**config.mk**
```make
export PLATFORM = sky130hd
export DESIGN_NAME = qubit_slot_allocator_top
export DESIGN_NICKNAME = d
export VERILOG_FILES = /design/src/qsa_pkg.sv /design/src/qubit_slot_allocator_top.sv /design/src/qsa_slot_table.sv
export SDC_FILE = /design/constraint.sdc
export NUM_CORES = 2
export LEC_CHECK = 0
export BUFFER_PORTS_ARGS = -buffer_cell sky130_fd_sc_hd__buf_2
export CAP_MARGIN = 20
export CORE_MARGIN = 5
export CORE_UTILIZATION = 60
export DETAILED_ROUTE_END_ITERATION = 7
export GPL_TIMING_DRIVEN = 0
export MAX_ROUTING_LAYER = met4
export PLACE_DENSITY_LB_ADDON = 0.08
export SYNTH_ARGS = -nofsm -noshare
export SYNTH_HDL_FRONTEND = slang
export SYNTH_HIERARCHICAL = 1
export SYNTH_SLANG_ARGS = --single-unit
```
**constraint.sdc**
```tcl
create_clock -name clk -period 9.1 [get_ports clk]
set_clock_uncertainty 0.2 [all_clocks]
set_input_delay 0.91 -clock clk [delete_from_list [all_inputs] [get_ports clk]]
set_output_delay 0.91 -clock clk [all_outputs]
set_load 0.02 [all_outputs]
```
**src/qsa_pkg.sv**
```systemverilog
// ----------------------------------------------------------------------------
// Slot allocator package
// Sizes, codes and the control structs shared by the slot allocator modules.
// ----------------------------------------------------------------------------
package qsa_pkg;

  // Pool size and identifier width.
  localparam int NUM_SLOTS   = 64;
  localparam int IDENT_WIDTH = 32;
  localparam int SLOT_W      = $clog2(NUM_SLOTS);
  localparam int LIMIT_W     = $clog2(NUM_SLOTS + 1);

  // Fixed port widths.
  localparam int CFG_W        = 7;
  localparam int ACTION_W     = 2;
  localparam int SLOT_PORT_W  = 6;
  localparam int IDENT_PORT_W = 32;
  localparam int STATUS_W     = 2;

  typedef enum logic [ACTION_W-1:0] {
    ACT_ALLOC = 2'd0,
    ACT_FREE  = 2'd1,
    ACT_FIND  = 2'd2,
    ACT_REV   = 2'd3
  } action_t;

  typedef enum logic [STATUS_W-1:0] {
    STAT_OK       = 2'd0,
    STAT_FULL     = 2'd1,
    STAT_UNMAPPED = 2'd2
  } status_t;

  typedef enum logic [2:0] {
    ST_IDLE,
    ST_SCAN,
    ST_DRAIN,
    ST_LOOKUP,
    ST_FINISH
  } state_t;

  // Commands from the sequencer to the slot table.
  typedef struct packed {
    logic                   scan_clear;
    logic                   cmp_en;
    logic [SLOT_W-1:0]      rd_addr;
    logic [LIMIT_W-1:0]     limit;
    logic [IDENT_WIDTH-1:0] key;
    logic                   set_en;
    logic [SLOT_W-1:0]      set_idx;
    logic                   clr_en;
    logic [SLOT_W-1:0]      clr_idx;
  } tbl_cmd_t;

  // Scan results and read data from the slot table.
  typedef struct packed {
    logic                   old_found;
    logic [SLOT_W-1:0]      old_slot;
    logic                   free_found;
    logic [SLOT_W-1:0]      free_slot;
    logic                   rd_taken;
    logic [IDENT_WIDTH-1:0] rd_ident;
  } tbl_stat_t;

endpackage

```
**src/qubit_slot_allocator_top.sv**
```systemverilog
// ----------------------------------------------------------------------------
// Qubit slot allocator
// Two-way map between identifiers and a fixed pool of 64 slots.
// ----------------------------------------------------------------------------
// A command is taken when start is high and busy is low. Allocate, free and
// slot-of-identifier walk the whole owner memory through its single read
// port, one slot per cycle through one shared comparator, and then pass
// through a drain state, a commit state and the output register. A reverse
// lookup reads one memory entry. Each result beat is shown on status,
// result_slot and result_ident for exactly one cycle with done high; the
// receiver must take it then, as the block cannot hold it. The next command
// may be given in the same cycle that done is high. The slot count register
// is written through cfg_wr_en and cfg_wr_data; the user must write it only
// while the block is idle, as the block itself does not enforce this.
// ----------------------------------------------------------------------------
module qubit_slot_allocator_top (
  input  logic                               clk,
  input  logic                               rst,
  input  logic                               cfg_wr_en,
  input  logic [qsa_pkg::CFG_W-1:0]          cfg_wr_data,
  input  logic                               start,
  output logic                               busy,
  input  logic [qsa_pkg::ACTION_W-1:0]       action,
  input  logic [qsa_pkg::IDENT_PORT_W-1:0]   ident,
  input  logic [qsa_pkg::SLOT_PORT_W-1:0]    slot_index,
  output logic                               done,
  output logic [qsa_pkg::STATUS_W-1:0]       status,
  output logic [qsa_pkg::SLOT_PORT_W-1:0]    result_slot,
  output logic [qsa_pkg::IDENT_PORT_W-1:0]   result_ident
);

  qsa_pkg::state_t                 state;
  qsa_pkg::state_t                 state_next;
  logic [qsa_pkg::CFG_W-1:0]       slots_in_use;
  qsa_pkg::action_t                act;
  logic [qsa_pkg::IDENT_WIDTH-1:0] key;
  logic [qsa_pkg::SLOT_PORT_W-1:0] idx;
  logic [qsa_pkg::LIMIT_W-1:0]     limit;
  logic [qsa_pkg::LIMIT_W-1:0]     limit_next;
  logic [qsa_pkg::SLOT_W-1:0]      addr;
  logic                            scan_last;
  logic                            idx_ok;
  logic                            accept;
  qsa_pkg::tbl_cmd_t               cmd;
  qsa_pkg::tbl_stat_t              stat;
  qsa_pkg::status_t                res_status;
  logic [qsa_pkg::SLOT_W-1:0]      res_slot;
  logic [qsa_pkg::IDENT_WIDTH-1:0] res_ident;

  assign busy      = (state != qsa_pkg::ST_IDLE);
  assign accept    = start && !busy;
  assign scan_last = (addr == qsa_pkg::SLOT_W'(qsa_pkg::NUM_SLOTS - 1));
  assign idx_ok    = (32'(idx) < qsa_pkg::NUM_SLOTS);

  // Slot count register, saturated to the pool size when a command starts.
  always_ff @(posedge clk) begin
    if (rst) begin
      slots_in_use <= qsa_pkg::CFG_W'(64);
    end else if (cfg_wr_en) begin
      slots_in_use <= cfg_wr_data;
    end
  end

  always_comb begin
    if (32'(slots_in_use) > qsa_pkg::NUM_SLOTS) begin
      limit_next = qsa_pkg::LIMIT_W'(qsa_pkg::NUM_SLOTS);
    end else begin
      limit_next = qsa_pkg::LIMIT_W'(slots_in_use);
    end
  end

  // Command capture.
  always_ff @(posedge clk) begin
    if (accept) begin
      act   <= qsa_pkg::action_t'(action);
      key   <= qsa_pkg::IDENT_WIDTH'(ident);
      idx   <= slot_index;
      limit <= limit_next;
    end
  end

  // Sequencer state and scan address.
  always_ff @(posedge clk) begin
    if (rst) begin
      state <= qsa_pkg::ST_IDLE;
      addr  <= '0;
    end else begin
      state <= state_next;
      if (state == qsa_pkg::ST_SCAN) begin
        addr <= addr + qsa_pkg::SLOT_W'(1);
      end else begin
        addr <= '0;
      end
    end
  end

  // Next state.
  always_comb begin
    state_next = state;
    case (state)
      qsa_pkg::ST_IDLE: begin
        if (accept) begin
          if (qsa_pkg::action_t'(action) == qsa_pkg::ACT_REV) begin
            state_next = qsa_pkg::ST_LOOKUP;
          end else begin
            state_next = qsa_pkg::ST_SCAN;
          end
        end
      end
      qsa_pkg::ST_SCAN: begin
        if (scan_last) begin
          state_next = qsa_pkg::ST_DRAIN;
        end
      end
      qsa_pkg::ST_DRAIN:  state_next = qsa_pkg::ST_FINISH;
      qsa_pkg::ST_LOOKUP: state_next = qsa_pkg::ST_FINISH;
      qsa_pkg::ST_FINISH: state_next = qsa_pkg::ST_IDLE;
      default:            state_next = qsa_pkg::ST_IDLE;
    endcase
  end

  // Table commands and the outcome of the command in its commit cycle.
  always_comb begin
    cmd            = '0;
    cmd.limit      = limit;
    cmd.key        = key;
    cmd.rd_addr    = addr;
    res_status     = qsa_pkg::STAT_OK;
    res_slot       = '0;
    res_ident      = '0;
    case (state)
      qsa_pkg::ST_IDLE: begin
        cmd.scan_clear = 1'b1;
      end
      qsa_pkg::ST_SCAN: begin
        cmd.cmp_en = 1'b1;
      end
      qsa_pkg::ST_LOOKUP: begin
        cmd.rd_addr = qsa_pkg::SLOT_W'(idx);
      end
      qsa_pkg::ST_FINISH: begin
        case (act)
          qsa_pkg::ACT_ALLOC: begin
            if (stat.free_found) begin
              cmd.set_en  = 1'b1;
              cmd.set_idx = stat.free_slot;
              cmd.clr_en  = stat.old_found;
              cmd.clr_idx = stat.old_slot;
              res_slot    = stat.free_slot;
            end else begin
              res_status = qsa_pkg::STAT_FULL;
            end
          end
          qsa_pkg::ACT_FREE: begin
            if (stat.old_found) begin
              cmd.clr_en  = 1'b1;
              cmd.clr_idx = stat.old_slot;
              res_slot    = stat.old_slot;
            end else begin
              res_status = qsa_pkg::STAT_UNMAPPED;
            end
          end
          qsa_pkg::ACT_FIND: begin
            if (stat.old_found) begin
              res_slot = stat.old_slot;
            end else begin
              res_status = qsa_pkg::STAT_UNMAPPED;
            end
          end
          qsa_pkg::ACT_REV: begin
            if (idx_ok && stat.rd_taken) begin
              res_ident = stat.rd_ident;
            end else begin
              res_status = qsa_pkg::STAT_UNMAPPED;
            end
          end
          default: begin
            res_status = qsa_pkg::STAT_UNMAPPED;
          end
        endcase
      end
      default: begin
        cmd.scan_clear = 1'b0;
      end
    endcase
  end

  // Result beat registers.
  always_ff @(posedge clk) begin
    if (rst) begin
      done <= 1'b0;
    end else begin
      done <= (state == qsa_pkg::ST_FINISH);
    end
  end

  always_ff @(posedge clk) begin
    if (state == qsa_pkg::ST_FINISH) begin
      status       <= res_status;
      result_slot  <= qsa_pkg::SLOT_PORT_W'(res_slot);
      result_ident <= qsa_pkg::IDENT_PORT_W'(res_ident);
    end
  end

  qsa_slot_table u_slot_table (
    .clk  (clk),
    .rst  (rst),
    .cmd  (cmd),
    .stat (stat)
  );

endmodule

```
**src/qsa_slot_table.sv**
```systemverilog
// ----------------------------------------------------------------------------
// Slot table
// Taken bits, owner memory and the shared compare unit that walks the slots
// one per cycle to find the key's slot and the lowest free slot.
// ----------------------------------------------------------------------------
module qsa_slot_table (
  input  logic                clk,
  input  logic                rst,
  input  qsa_pkg::tbl_cmd_t   cmd,
  output qsa_pkg::tbl_stat_t  stat
);

  logic [qsa_pkg::NUM_SLOTS-1:0]   taken;
  logic [qsa_pkg::IDENT_WIDTH-1:0] owner [qsa_pkg::NUM_SLOTS];
  logic [qsa_pkg::IDENT_WIDTH-1:0] rd_ident;
  logic                            rd_taken;
  logic [qsa_pkg::SLOT_W-1:0]      cmp_idx;
  logic                            cmp_valid;
  logic                            old_found;
  logic [qsa_pkg::SLOT_W-1:0]      old_slot;
  logic                            free_found;
  logic [qsa_pkg::SLOT_W-1:0]      free_slot;
  logic                            key_hit;
  logic                            free_hit;

  // Owner memory: one write port, one registered read port.
  always_ff @(posedge clk) begin
    if (cmd.set_en) begin
      owner[cmd.set_idx] <= cmd.key;
    end
    rd_ident <= owner[cmd.rd_addr];
  end

  // Taken bits: release first, then claim, so a claim always wins.
  always_ff @(posedge clk) begin
    if (rst) begin
      taken <= '0;
    end else begin
      if (cmd.clr_en) begin
        taken[cmd.clr_idx] <= 1'b0;
      end
      if (cmd.set_en) begin
        taken[cmd.set_idx] <= 1'b1;
      end
    end
  end

  // The taken bit travels alongside the read data it belongs to.
  always_ff @(posedge clk) begin
    rd_taken <= taken[cmd.rd_addr];
    cmp_idx  <= cmd.rd_addr;
  end

  always_ff @(posedge clk) begin
    if (rst) begin
      cmp_valid <= 1'b0;
    end else begin
      cmp_valid <= cmd.cmp_en;
    end
  end

  // Shared compare unit: one slot per cycle.
  assign key_hit  = rd_taken && (rd_ident == cmd.key);
  assign free_hit = !rd_taken && (qsa_pkg::LIMIT_W'(cmp_idx) < cmd.limit);

  // Keep the first match and the first free slot seen in this scan.
  always_ff @(posedge clk) begin
    if (rst) begin
      old_found  <= 1'b0;
      free_found <= 1'b0;
    end else if (cmd.scan_clear) begin
      old_found  <= 1'b0;
      free_found <= 1'b0;
    end else if (cmp_valid) begin
      if (!old_found && key_hit) begin
        old_found <= 1'b1;
      end
      if (!free_found && free_hit) begin
        free_found <= 1'b1;
      end
    end
  end

  always_ff @(posedge clk) begin
    if (cmp_valid && !old_found && key_hit) begin
      old_slot <= cmp_idx;
    end
    if (cmp_valid && !free_found && free_hit) begin
      free_slot <= cmp_idx;
    end
  end

  assign stat.old_found  = old_found;
  assign stat.old_slot   = old_slot;
  assign stat.free_found = free_found;
  assign stat.free_slot  = free_slot;
  assign stat.rd_taken   = rd_taken;
  assign stat.rd_ident   = rd_ident;

endmodule

```
Word level (Yosys, flattened, before mapping). Memory sizes are Yosys's and may differ from the RTL's. A register that Yosys moved wholly into a read port is not among the register bits. Index checks and enable logic that the tools add are counted.

Reductions and logical operators: 26. Muxes and demuxes: 30. Magnitude comparators: 7. Add/sub/neg operators: 1. Bitwise gates (word level): 4. Equality and inequality tests: 12.

Operators with widths (count): 64-bit 2-to-1 mux (3); 64-bit bitwise AND (1); 64-bit inverter (1); 64-bit OR (1); 32-bit == test (1); 14-bit 2-to-1 mux (2); 6-bit by 7-bit < comparator with 1-bit output, second input constant (3); 6-bit 2-to-1 mux (3); 7-bit 2-to-1 mux (2); 7-bit one-hot mux with 2 select lines (1); 1-bit demux with 6-bit select (2); 6-bit by 1-bit >= comparator with 1-bit output, second input constant (2); 6-bit one-hot mux with 2 select lines (1); 1-bit logical AND (11); 3-bit one-hot mux with 3 select lines (1); 1-bit 2-to-1 mux (8); 2-bit AND reduction (4); 2-bit OR reduction (4); 7-bit greater-than comparator, second input constant (1); 6-bit by 7-bit < comparator with 1-bit output (1); 6-bit by 1-bit adder with 6-bit output, second input constant (1); 1-bit binary-select mux with 6-bit select (1); 2-bit == test, second input constant (3); 3-bit by 2-bit == test with 1-bit output, second input constant (2); 13 further kinds (20).

Register bits after elaboration: 190. RAM bits: 2048. Input bits: 51. Memories kept: 1. Output and inout port bits: 42.

Memories: u_slot_table.owner (depth 64, bits a word 32, rd ports 1, clocked after Yosys merged registers in 1, write ports 1, RTL line qsa_slot_table.sv:14) `logic [qsa_pkg::IDENT_WIDTH-1:0] owner [qsa_pkg::NUM_SLOTS];`.

Logic depth before layout (Yosys ltp).
Depth in word-level cells: 13. Mapped depth: 12.

Cells and area by module. Netlist, hierarchy kept.

Modules (own cells, without submodules): qsa_slot_table (sequential area each 63981.4 um^2, area an instance 82412.8 um^2, cells each 3766, instances 1); qubit_slot_allocator_top (sequential area each 2952.8 um^2, area an instance 3891.2 um^2, cells each 249, instances 1).

Least setup slack after synthesis. Ideal clock, no wire load.

Kind: reg2reg. Start point: register state[0]. End point: memory u_slot_table/owner[10][0] (netlist bit) (enable). Period minus slack after synthesis: 3328 ps. Arrival: 2742 ps. Stages on the path, launching flop included: 9. Required time: 8513 ps. Path slack: 5772 ps. Cells stage by stage: dfxtp_1 -> buf_2 -> or3b_4 -> nor2_4 -> and2_1 -> clkbuf_1 -> nor3b_1 -> nand2_1 -> inv_1.

RTL lines: from (decl) (RTL line qubit_slot_allocator_top.sv:32) `qsa_pkg::state_t state;`; from (signal assigned) (RTL line qubit_slot_allocator_top.sv:85) `state <= qsa_pkg::ST_IDLE;`; from (signal assigned) (RTL line qubit_slot_allocator_top.sv:88) `state <= state_next;`; to (decl) (RTL line qsa_slot_table.sv:14).

==> flow_metrics.env <==
export IMPL_status="complete, no violations"
export IMPL_switchingPower_w=0.004346
export IMPL_rows=139
export IMPL_syn_area_per_cell_um2=21.50
export IMPL_drv_slew=0
export IMPL_place_inst=6162
export IMPL_holdCritPathClass="in2reg"
export IMPL_h_tree_depth=4
export IMPL_drive_above_1_share_pct=27.06
export IMPL_cts_root_buf="clkbuf_16"
export IMPL_dr_pass1_iters=8
export IMPL_final_cell_count_no_fill=6568
export IMPL_crit_path_end_kind="flip-flop"
export IMPL_hold_viol_final=0
export IMPL_worstMarginPinSlew_ns=1.302
export IMPL_worst_slack_ns=3.796
export IMPL_layout_common_cells="edfxtp_1 (2,147), mux4_2 (528), clkbuf_16 (219), clkbuf_1 (161)"
export IMPL_n_fill_cell=8847
export IMPL_die_y_um=389.3
export IMPL_required_ns=9.67
export IMPL_die_w_um=389.3
export IMPL_first_global_vias=43868
export IMPL_areaGrowthSynthToFinish_pct=15.19
export IMPL_ios=93
export IMPL_wl_per_cell_um=38.02
export IMPL_cts_clk_slew_worst_paths_ns=0.07
export IMPL_clockBufferDepth=3
export IMPL_grt_first_pass_wirelength_um=345000
export IMPL_die_area_um2=151500
export IMPL_dr_first_iter_drc_count=6814
export IMPL_fin_crit_sh_pct=58.28
export IMPL_worst_setup_path_type="reg2reg"
export IMPL_mostFrequentLayoutCell="edfxtp_1"
export IMPL_antenna_found_initial=11
export IMPL_ir_worst_vdd_mv=0.1817
export IMPL_swShare_pct=20.67
export IMPL_vias=45285
export IMPL_max_slew_margin_pct=13.19
export IMPL_yosys_most_used_dff="edfxtp_1"
export IMPL_cts_tree="built"
export IMPL_total_leakage_power_nw=31.51
export IMPL_synthesis_area_um2=86300
export IMPL_drc=0
export IMPL_wirelength_um=249700
export IMPL_syn_nets=4076
export IMPL_global_route_usage_total_pct=34.24
export IMPL_insertion_delay_ns=0.83
export IMPL_core_area_um2=143300
export IMPL_grt_start_max_net_pins=48
export IMPL_synthArstFlopShare_pct=0
export IMPL_path_common_cell="buf_2"
export IMPL_synth_seq_cells=2270
export IMPL_fmax_mhz=188.5
export IMPL_whs_ns=0.05718
export IMPL_ys_warn_count=6
export IMPL_setup_tns_ns=0
export IMPL_gp_congestion=0.9683
export IMPL_overflow=0
export IMPL_synth_edf_count=2147
export IMPL_ctsResizeCount=0
export IMPL_cp_max_fo=10
export IMPL_pwr_share_comb_pct=3.9
export IMPL_cp_start_kind="flip-flop"
export IMPL_place_ws_ns=4.039
export IMPL_p_int_w=0.01668
export IMPL_maxCapViolations=0
export IMPL_initial_core_util_pct=60.22
export IMPL_arrival_ns=5.87
export IMPL_ant_nets=0
export IMPL_yosysUniqueCellTypes=51
export IMPL_critPathSlowestCell="a21oi_1"
export IMPL_clkPwrFrac_pct=41.2
export IMPL_synthCells=4015
export IMPL_vias_per_cell=6.895
export IMPL_path_cells="nand3b_1 -> mux2_2 -> buf_2 -> buf_2 -> clkbuf_1 -> mux4_2 -> o221ai_1 -> a21oi_1 -> o211a_1"
export IMPL_dp_hpwl_um=172800
export IMPL_portBuffers=91
export IMPL_cpPeakStageDelay_ns=0.85
export IMPL_period_needed_ns=5.304
export IMPL_powerDensity_nw_per_um2=211.5
export IMPL_yosysSeqAreaShare_pct=77.56
export IMPL_cts_sinks=2270
export IMPL_p_seq_share_pct=54.9
export IMPL_setup_violations_final=0
export IMPL_nNetsFinal=4541
export IMPL_grt_setup_unrepaired="false"
export IMPL_cts_inserted_buffers=217
==> per-stage QoR <==
step / power (W) / util [%] / cell area [um^2]
4_1_cts: 0.02112 / 69.35 / 99380
2_1_floorplan: 0.01216 / - / 86300
5_1_grt: 0.02161 / 69.37 / 99410
3_3_place_gp: 0.01247 / 62.20 / 89140
6_report: 0.02103 / 69.37 / 99410
3_5_place_dp: 0.01258 / 64.59 / 92560
==> state kept, by name, summed over array words and instances, names as in the netlist, 3 cells and up <==
name                    cells
addr                        6
idx                         6
key                        32
limit                       7
result_ident               32
result_slot                 6
slots_in_use                7
state                       3
u_slot_table/cmp_idx        6
u_slot_table/free_slot      6
u_slot_table/old_slot       6
u_slot_table/owner       2048
u_slot_table/rd_ident      32
u_slot_table/taken         64
==> worst max-delay path, delay by kind of cell (launching register included) <==
family / cells / cell delay, ns
flip-flops: 1 / 0.46
AND/OR/NAND/NOR: 1 / 0.30
buffers and inverters: 3 / 2.02
AO/OA/AOI/OAI: 3 / 1.29
multiplexers: 2 / 0.91
==> cells by family after synthesis <==
family / count (synthesis) / synth area share, %
XOR/XNOR: 35 / 0.3552
flip-flops: 2270 / 77.56
multiplexers: 632 / 15.00
buffers and inverters: 299 / 1.632
AO/OA/AOI/OAI: 466 / 3.506
AND/OR/NAND/NOR: 303 / 1.808
adder cells (fa/ha/maj): 10 / 0.1450
==> final timing paths <==
kind                                       startpoint                                end  slack, ns  depth (start not counted)
worst min register to register     addr[0]$_SDFF_PP0_                 addr[0]$_SDFF_PP0_       0.27                          1
worst max-delay path            state[1]$_SDFFE_PP0P_  u_slot_table/rd_ident[25]$_DFF_P_       3.80                          9
worst max register to register  state[1]$_SDFFE_PP0P_  u_slot_table/rd_ident[25]$_DFF_P_       3.80                          9
worst min-delay path                        ident[14]                  key[14]$_DFFE_PP_       0.06                          1
==> power groups by stage <==
| stage | registers, W | logic (W) | clock network (W) |
|---|---|---|---|
| 3_5_place_dp | 0.0118 | 0.000818 | 0 |
| 2_1_floorplan | 0.0118 | 0.000378 | 0 |
| 5_1_grt | 0.0115 | 0.000859 | 0.00921 |
| 4_1_cts | 0.0115 | 0.000820 | 0.00877 |
| 3_3_place_gp | 0.0119 | 0.000567 | 0 |
| 6_report | 0.0115 | 0.000827 | 0.00866 |
==> cells in the mapped netlist, types with 10 or more instances <==
| master | instances | area share [%] |
|---|---|---|
| a21oi_1 | 151 | 0.88 |
| a211oi_1 | 12 | 0.10 |
| mux2i_1 | 95 | 1.1 |
| nand2b_1 | 19 | 0.14 |
| o21ai_1 | 15 | 0.087 |
| nor2_1 | 55 | 0.24 |
| clkbuf_1 | 106 | 0.46 |
| a221oi_1 | 60 | 0.61 |
| buf_6 | 10 | 0.13 |
| and2_1 | 20 | 0.14 |
| mux4_2 | 528 | 14 |
| xor2_1 | 12 | 0.12 |
| ha_1 | 10 | 0.14 |
| edfxtp_1 | 2147 | 75 |
| nand2_1 | 84 | 0.37 |
| inv_1 | 76 | 0.33 |
| and3_1 | 38 | 0.28 |
| o22ai_1 | 38 | 0.28 |
| buf_4 | 37 | 0.32 |
| buf_2 | 58 | 0.34 |
| nor2b_1 | 31 | 0.22 |
| buf_1 | 12 | 0.052 |
| o211a_1 | 12 | 0.14 |
| o21ai_0 | 89 | 0.52 |
| xnor2_1 | 23 | 0.23 |
| dfxtp_1 | 123 | 2.9 |
| a22o_1 | 28 | 0.28 |
| o221ai_1 | 44 | 0.45 |
| nand3_1 | 10 | 0.058 |
==> layout make-up <==
cell class,instances,area [um^2],share of cell area [%]
antenna,5,12.51,0.01259
buffer,223,1125,1.131
clock buffer,278,5742,5.776
timing repair buffer,246,3885,3.908
clock inverter,121,1072,1.079
tap,1903,2381,2.395
sequential,2270,66930,67.33
multi-input combinational,1446,17970,18.08
inverter,76,285.3,0.2870
==> per-layer routing <==
layer / share of wire [%] / vias to the layer above / global-route usage [%]
met5: 0 / - / -
met4: 5.5 / 0 / 15.02
met3: 13 / 577 / 10.40
met2: 45 / 3321 / 48.93
met1: 36 / 23628 / 46.51
li1: - / 17759 / -
==> what timing repair did <==
action,CTS,global route
setup buffers,0,0
hold buffers,1,0
endpoints found under the hold margin,1,0
setup endpoints to repair,0,0
Note: power is estimated with default switching activity, not from simulation.
